===== src/design/b128c_pkg.sv =====
// shared types and constants for the base-128 stream codec
package b128c_pkg;

  localparam int unsigned CountW     = 32;
  localparam int unsigned MaxResults = 4;
  localparam int unsigned PAddrW     = 3;
  localparam int unsigned PDataW     = 32;

  localparam logic ModeEncode = 1'b0;
  localparam logic ModeDecode = 1'b1;

  localparam logic KindData = 1'b0;
  localparam logic KindEnd  = 1'b1;

  localparam logic [1:0] StatusOk       = 2'd0;
  localparam logic [1:0] StatusBadSym   = 2'd1;
  localparam logic [1:0] StatusTrailing = 2'd2;

  // register index taken from the word address bit of paddr
  localparam logic RegModeIdx = 1'b0;

  typedef struct packed {
    logic [7:0] data_byte;
    logic       last_byte;
  } b128c_in_t;

  typedef struct packed {
    logic              kind;
    logic [7:0]        out_byte;
    logic [1:0]        status;
    logic [CountW-1:0] byte_count;
    logic              final_result;
  } b128c_out_t;

  typedef struct packed {
    logic [2:0]        carry_count;
    logic [6:0]        carry_value;
    logic [CountW-1:0] emitted_count;
    logic [1:0]        error_code;
  } b128c_state_t;

endpackage


===== src/design/b128c_step.sv =====
// next-state and result-group logic for one word of the codec
module b128c_step (
  input  logic                                          mode_i,
  input  b128c_pkg::b128c_state_t                       state_i,
  input  b128c_pkg::b128c_in_t                          item_i,
  output b128c_pkg::b128c_state_t                       state_o,
  output b128c_pkg::b128c_out_t [b128c_pkg::MaxResults-1:0] res_o,
  output logic [2:0]                                    res_cnt_o
);
  import b128c_pkg::*;

  logic [7:0]  c;
  logic [2:0]  cc;
  logic [6:0]  cv;
  // encode path
  logic        flush_e;
  logic [2:0]  cc_e;
  logic [6:0]  cv_e;
  logic [2:0]  take_e;
  logic [7:0]  mask_e;
  logic [14:0] sh_e;
  logic [6:0]  sym_e;
  logic [6:0]  cv_ne;
  // decode path
  logic [3:0]  take_d;
  logic [8:0]  mask_d;
  logic [14:0] sh_d;
  logic [7:0]  byte_d;
  logic [6:0]  cv_nd;

  logic [2:0][7:0] cand;
  logic [2:0]      cand_v;
  logic [1:0]      nd;
  logic [2:0]      n;
  logic [CountW:0] sum;
  logic [CountW-1:0] cnt_sat;
  b128c_state_t    st;
  logic [1:0]      status;

  always_comb begin
    c  = item_i.data_byte;
    cc = state_i.carry_count;
    cv = state_i.carry_value;

    // a full 7-bit carry goes out as its own symbol first
    flush_e = (cc == 3'd7);
    cc_e    = flush_e ? 3'd0 : cc;
    cv_e    = flush_e ? 7'd0 : cv;
    take_e  = 3'd7 - cc_e;
    mask_e  = (8'd1 << take_e) - 8'd1;
    sh_e    = {7'd0, c & mask_e} << cc_e;
    sym_e   = sh_e[6:0] | cv_e;
    cv_ne   = 7'(c >> take_e);

    take_d  = 4'd8 - {1'b0, cc};
    mask_d  = (9'd1 << take_d) - 9'd1;
    sh_d    = {7'd0, c & mask_d[7:0]} << cc;
    byte_d  = sh_d[7:0] | {1'b0, cv};
    cv_nd   = 7'(c >> take_d);

    st     = state_i;
    cand   = '0;
    cand_v = '0;

    if (mode_i == ModeEncode) begin
      cand[0]   = {1'b0, cv};
      cand_v[0] = flush_e;
      cand[1]   = {1'b0, sym_e};
      cand_v[1] = 1'b1;
      cand[2]   = {1'b0, cv_ne};
      cand_v[2] = item_i.last_byte;
      st.carry_value = cv_ne;
      st.carry_count = cc_e + 3'd1;
    end else if (state_i.error_code == StatusOk) begin
      if (c[7]) begin
        st.error_code = StatusBadSym;
      end else if (cc == 3'd0) begin
        st.carry_count = 3'd7;
        st.carry_value = c[6:0];
      end else begin
        cand[0]   = byte_d;
        cand_v[0] = 1'b1;
        st.carry_value = cv_nd;
        st.carry_count = cc - 3'd1;
      end
    end

    // pack the data words to the front of the group
    res_o = '0;
    nd    = 2'd0;
    for (int i = 0; i < 3; i++) begin
      if (cand_v[i]) begin
        res_o[nd].kind     = KindData;
        res_o[nd].out_byte = cand[i];
        nd = nd + 2'd1;
      end
    end

    sum     = {1'b0, state_i.emitted_count} + (CountW+1)'(nd);
    cnt_sat = sum[CountW] ? '1 : sum[CountW-1:0];
    st.emitted_count = cnt_sat;

    status = st.error_code;
    if (status == StatusOk && mode_i == ModeDecode && st.carry_value != 7'd0) begin
      status = StatusTrailing;
    end

    n = {1'b0, nd};
    if (item_i.last_byte) begin
      res_o[nd].kind       = KindEnd;
      res_o[nd].status     = status;
      res_o[nd].byte_count = cnt_sat;
      n  = n + 3'd1;
      st = '0;
    end

    if (n != 3'd0) begin
      res_o[2'(n - 3'd1)].final_result = 1'b1;
    end

    state_o   = st;
    res_cnt_o = n;
  end

endmodule


===== src/design/base128_stream_codec_unit.sv =====
// base-128 stream codec top level: input register, codec state, result group drain, apb
//
//   channel | direction | payload          | handshake
//   in      | input     | b128c_in_t       | in_valid_i / in_stall_o
//   out     | output    | b128c_out_t      | out_valid_o / out_stall_i
//   cfg     | apb       | mode at addr 0   | psel / penable, pready always high
//
// an input word is registered, then turns into a group of up to four results held in a
// result register; the group drains one result per cycle while out_stall_i is low. a word
// gives one to four results in encode mode and zero to two in decode mode. the
// next word is taken while the last result of the group is being delivered. reset clears
// state and mode; a stall on the output holds the shown result and backs up into in_stall_o.
module base128_stream_codec_unit (
  input  logic                               clk_i,
  input  logic                               rst_ni,
  input  logic                               in_valid_i,
  output logic                               in_stall_o,
  input  b128c_pkg::b128c_in_t               in_data_i,
  output logic                               out_valid_o,
  input  logic                               out_stall_i,
  output b128c_pkg::b128c_out_t              out_data_o,
  input  logic                               psel,
  input  logic                               penable,
  input  logic                               pwrite,
  input  logic [b128c_pkg::PAddrW-1:0]       paddr,
  input  logic [b128c_pkg::PDataW-1:0]       pwdata,
  output logic [b128c_pkg::PDataW-1:0]       prdata,
  output logic                               pready
);
  import b128c_pkg::*;

  logic                           mode_q;
  logic                           in_vld_q;
  b128c_in_t                      in_q;
  b128c_state_t                   st_q;
  b128c_state_t                   st_d;
  b128c_out_t [MaxResults-1:0]    grp_q;
  b128c_out_t [MaxResults-1:0]    grp_d;
  logic [2:0]                     grp_cnt_q;
  logic [2:0]                     grp_n;
  logic [1:0]                     grp_idx_q;
  logic                           pop;
  logic                           adv;
  logic                           in_acc;
  logic                           cfg_wr;

  assign pready = 1'b1;
  assign cfg_wr = psel && penable && pwrite && pready;
  assign prdata = (paddr[PAddrW-1] == RegModeIdx) ? {{(PDataW-1){1'b0}}, mode_q} : '0;

  assign out_valid_o = (grp_cnt_q != 3'd0);
  assign out_data_o  = grp_q[grp_idx_q];
  assign pop         = out_valid_o && !out_stall_i;
  // a new group loads when the result register is empty or its last word leaves
  assign adv         = in_vld_q && ((grp_cnt_q == 3'd0) || (grp_cnt_q == 3'd1 && pop));
  assign in_stall_o  = in_vld_q && !adv;
  assign in_acc      = in_valid_i && !in_stall_o;

  b128c_step u_step (
    .mode_i    (mode_q),
    .state_i   (st_q),
    .item_i    (in_q),
    .state_o   (st_d),
    .res_o     (grp_d),
    .res_cnt_o (grp_n)
  );

  always_ff @(posedge clk_i or negedge rst_ni) begin
    if (!rst_ni) begin
      mode_q    <= ModeEncode;
      in_vld_q  <= 1'b0;
      st_q      <= '0;
      grp_cnt_q <= 3'd0;
      grp_idx_q <= 2'd0;
    end else begin
      if (cfg_wr && paddr[PAddrW-1] == RegModeIdx) begin
        mode_q <= pwdata[0];
      end
      if (in_acc) begin
        in_vld_q <= 1'b1;
      end else if (adv) begin
        in_vld_q <= 1'b0;
      end
      if (adv) begin
        st_q      <= st_d;
        grp_cnt_q <= grp_n;
        grp_idx_q <= 2'd0;
      end else if (pop) begin
        grp_cnt_q <= grp_cnt_q - 3'd1;
        grp_idx_q <= grp_idx_q + 2'd1;
      end
    end
  end

  always_ff @(posedge clk_i) begin
    if (in_acc) begin
      in_q <= in_data_i;
    end
    if (adv) begin
      grp_q <= grp_d;
    end
  end

`ifndef SYNTHESIS
  a_grp_cnt_range: assert property (@(posedge clk_i) disable iff (!rst_ni)
    grp_cnt_q <= 3'(MaxResults))
    else $error("result group count out of range");

  a_final_on_last: assert property (@(posedge clk_i) disable iff (!rst_ni)
    out_valid_o && out_data_o.final_result |-> grp_cnt_q == 3'd1)
    else $error("final flag shown before the last result of a group");

  a_end_is_final: assert property (@(posedge clk_i) disable iff (!rst_ni)
    out_valid_o && out_data_o.kind == KindEnd |-> out_data_o.final_result)
    else $error("end result not marked final");

  a_data_clean: assert property (@(posedge clk_i) disable iff (!rst_ni)
    out_valid_o && out_data_o.kind == KindData |->
      out_data_o.status == StatusOk && out_data_o.byte_count == '0)
    else $error("data result carries status or count");

  a_clear_on_last: assert property (@(posedge clk_i) disable iff (!rst_ni)
    adv && in_q.last_byte |=> st_q.carry_count == 3'd0 && st_q.emitted_count == '0
      && st_q.error_code == StatusOk)
    else $error("state not cleared after end of message");
`endif

endmodule


===== config.mk =====
export PLATFORM = sky130hd
export DESIGN_NAME = base128_stream_codec_unit
export DESIGN_NICKNAME = d
export VERILOG_FILES = /design/src/design/b128c_pkg.sv /design/src/design/b128c_step.sv /design/src/design/base128_stream_codec_unit.sv
export SDC_FILE = /design/constraint.sdc
export NUM_CORES = 1
export LEC_CHECK = 0
export BUFFER_PORTS_ARGS = -buffer_cell sky130_fd_sc_hd__buf_2
export CAP_MARGIN = 20
export CORE_AREA = 2 2 202 165
export CTS_CLUSTER_SIZE = 24
export DETAILED_ROUTE_END_ITERATION = 8
export DIE_AREA = 0 0 204 167
export SYNTH_ARGS = -nofsm -noshare
export SYNTH_HDL_FRONTEND = slang
export SYNTH_SLANG_ARGS = --single-unit

===== constraint.sdc =====
create_clock -name clk_i -period 14.3 [get_ports clk_i]
set_clock_uncertainty 0.15 [all_clocks]
set_input_delay 0.715 -clock clk_i [delete_from_list [all_inputs] [get_ports clk_i]]
set_output_delay 0.715 -clock clk_i [all_outputs]
set_load 0.05 [all_outputs]

==> impl_metrics.csv <==
group,metric,value,unit
outcome,status,"complete, no violations",
setup_path,cp.required,14500,ps
global_route,gr-total-overflow,0,
logic_synthesis,synthDominantCellAreaShare,43.2,%
global_route,grt_pass1_wl,48.5,mm
logic_synthesis,synthArstFlopShare,21.9,%
detailed_routing,drt_iter0_markers,862,
setup_path,cp_max_fo,30,
timing,rsz0062_at_grt,"no",
pwr,power.density,250,mW/mm²
clocking,tritoncts,"yes",
placement,port_buffers,64,
clocking,clkTransAtPathRegs,60,ps
setup_path,cpPeakStageDelay,530,ps
clocking,htree_levels,1,
detailed_routing,num_vias,8827,
setup_path,cp-end-kind,"flip-flop",
clocking,cts_buffers,26,
setup_path,worstPathArrival,5380,ps
global_route,grt_pass1_vias,8513,
setup_path,slowest_stage,"nor2_2",
global_route,antenna_found_initial,0,
floorplan,die-width,204,µm
clocking,clockBufferDepth,3,
placement,pre_cts_ws,8860,ps
cells_and_area,layout_common_cells,"193 x nor2_1, 182 x edfxtp_1, 81 x a21oi_1, 76 x nand2_1, 64 x buf_2",
clocking,cts_resized,0,
hold_path,holdCritPathClass,"primary input to async pin",
clocking,cts.sinks,233,
cells_and_area,nFillCells,3002,
pwr,ir_worst_vdd,153,µV
setup_path,cp_top_family,"simple AND/OR/NAND/NOR gates",
timing,finalMaxSlewViolations,0,
detailed_routing,via_per_inst,5.48,
cells_and_area,utilization,44.0,%
timing,setup_viol_count_final,0,
logic_synthesis,synth_enable_flop_cells,182,
logic_synthesis,ys_warn_count,0,
timing,setup_tns,0,ps
timing,worst_pin_slew,968,ps
detailed_routing,antenna_left,0,
cells_and_area,multi_input_area,0.00534,mm²
clocking,cts-root-buf,"clkbuf_16",
detailed_routing,dr_wl_met2,12.8,mm
cells_and_area,regArea,0.00675,mm²
clocking,post_cts_buffers,0,
detailed_routing,wire_per_inst,18.8,µm
logic_synthesis,synth_top_area_cell,"edfxtp_1",
timing,period_needed,5180,ps
placement,routabilityCongestion,0.906,
floorplan,start_util,39.5,%
setup_path,crit_buf_inv,4,
logic_synthesis,synth_seq_cells,233,
logic_synthesis,avgSynthCellArea,11.2,µm²
timing,hold_viol_final,0,
floorplan,die_area,0.0341,mm²
logic_synthesis,synthCells,1133,
timing,setup_ws,9120,ps
timing,clock.fmax,193,MHz
cells_and_area,area_growth,11.5,%
cells_and_area,layout_commonest_cell,"nor2_1",
detailed_routing,drc,0,
detailed_routing,dr.pass1.iters,5,
timing,relSlewSlack,35.4,%
floorplan,io_pins,130,
detailed_routing,wl_met3,2.22,mm
setup_path,worst_setup_path_start_kind,"flip-flop",
floorplan,fp-row-count,59,
placement,hpwl,19.4,mm
logic_synthesis,synthTopCellsByArea,"edfxtp_1 43%, dfrtp_1 10%, mux4_2 8.2%",
logic_synthesis,ys_types,88,
setup_path,path_cells,"buf_4, inv_1, ha_1, nor4_1, buf_4, nand2_1, o21ai_0, ha_1, fa_1, nand2_1, nor4_2, nand3_1, nor2_2, buf_8, a21oi_1, nor2_1",
logic_synthesis,seq_area_frac_synth,53.3,%
detailed_routing,routed.top_layer,"met4",
clocking,insertion_delay,520,ps
clocking,postCtsHoldBufs,0,
floorplan,die_height,167,µm
global_route,grt_max_degree,149,
detailed_routing,wl,30.3,mm
floorplan,core,0.0320,mm²
timing,fin_crit_sh,36.2,%
cells_and_area,drive_gt1_share,16.9,%
cells_and_area,nNetsFinal,1239,
detailed_routing,wl_met1,14.8,mm
pwr,leakagePower,5.17,nW
global_route,track_usage,17.8,%
logic_synthesis,ys.flop_type,"edfxtp_1",
cells_and_area,n_antenna_cell,0,
setup_path,crit_type,"flip-flop to flip-flop",
job,cap_violations,0,
logic_synthesis,synth_area,0.0127,mm²
-- per-layer routing --
metal	global-route usage, %	up-vias
met5	0	-
met2	25.9	298
met3	3.70	31
met4	3.12	0
li1	-	4155
met1	27.7	4343
-- synth_stat cells (all sizes together), types with 6 or more instances --
master  instances
dfrtp          51
o22a            6
nor2b          10
and2            7
xor2            9
nand3          22
inv            35
a21oi          81
nor3           14
o31ai           9
o21a            7
a21o            6
xnor2          15
a22oi           6
nand2          79
mux4           46
o21ai          44
nor2          195
buf            69
nor4           12
nand2b         13
o32ai           6
mux2i          15
o22ai           8
o211ai          8
edfxtp        182
and3            6
clkbuf         48
ha             23
a31oi          16
-- worst register-to-register path, stage by stage (launching register included) --
cell	delay, ps
dfrtp_1	320
buf_4	310
inv_1	310
ha_1	460
nor4_1	240
buf_4	260
nand2_1	170
o21ai_0	260
ha_1	310
fa_1	280
nand2_1	100
nor4_2	490
nand3_1	340
nor2_2	530
buf_8	230
a21oi_1	120
nor2_1	160
-- worst paths after layout --
path,startpoint,end,slack (ps),depth (start not counted)
worst max register to register,st_q[43],grp_q[50],9120,16
max in group asynchronous,rst_ni,grp_idx_q[0],13220,2
worst min-delay path,rst_ni,st_q[42],180,2
min in group clk_i,in_data_i[0],in_q[0],220,1
worst min register to register,st_q[2],st_q[2],350,2
worst max-delay path,st_q[43],grp_q[50],9120,16
-- through the flow --
step / hold slack (ps) / cell area (µm²) / total power, mW / std cells
6_report: 179 / 14100 / 3.52 / 1611
3_5_place_dp: 336 / 13200 / 2.83 / 1562
2_1_floorplan: 269 / 12800 / 2.48 / 1176
5_1_grt: 198 / 14100 / 3.72 / 1611
4_1_cts: 199 / 14100 / 3.54 / 1610
3_3_place_gp: 324 / 13200 / 2.81 / 1562
-- where the power goes --
part / switching, mW / internal [mW] / total (mW)
sequential: 0.140 / 1.06 / 1.20
combinational: 1.13 / 0.485 / 1.61
clock: 0.258 / 0.451 / 0.709
-- final cells by class --
type                    instances  share of cell area [%]
clock buffers                  38                    5.29
clock inverters                10                    1.22
inverters                      37                    1.04
multi-input cells             789                    37.8
flip-flops and latches        233                    47.8
well taps                     427                    3.79
repair buffers                 77                    3.02
-- state kept, by name, summed over array words and instances (netlist names) --
register   flops
grp_q        173
in_vld_q       1
grp_idx_q      2
grp_cnt_q      3
in_q           9
mode_q         1
st_q          44
-- kinds of logic (layout without fill, tap and decap cells) --
| group | Yosys count | after routing | synth area share [%] |
|---|---|---|---|
| simple gates | 390 | 390 | 14.7 |
| compound gates | 241 | 241 | 12.3 |
| fa+ha+maj | 24 | 24 | 2.43 |
| flops | 233 | 233 | 53.3 |
| mux | 65 | 65 | 9.73 |
| buf+inv | 154 | 162 | 5.88 |
| other cells | 2 | 45 | 0.0594 |
| xor+xnor | 24 | 24 | 1.66 |
Power figures use the tool's default switching activity.
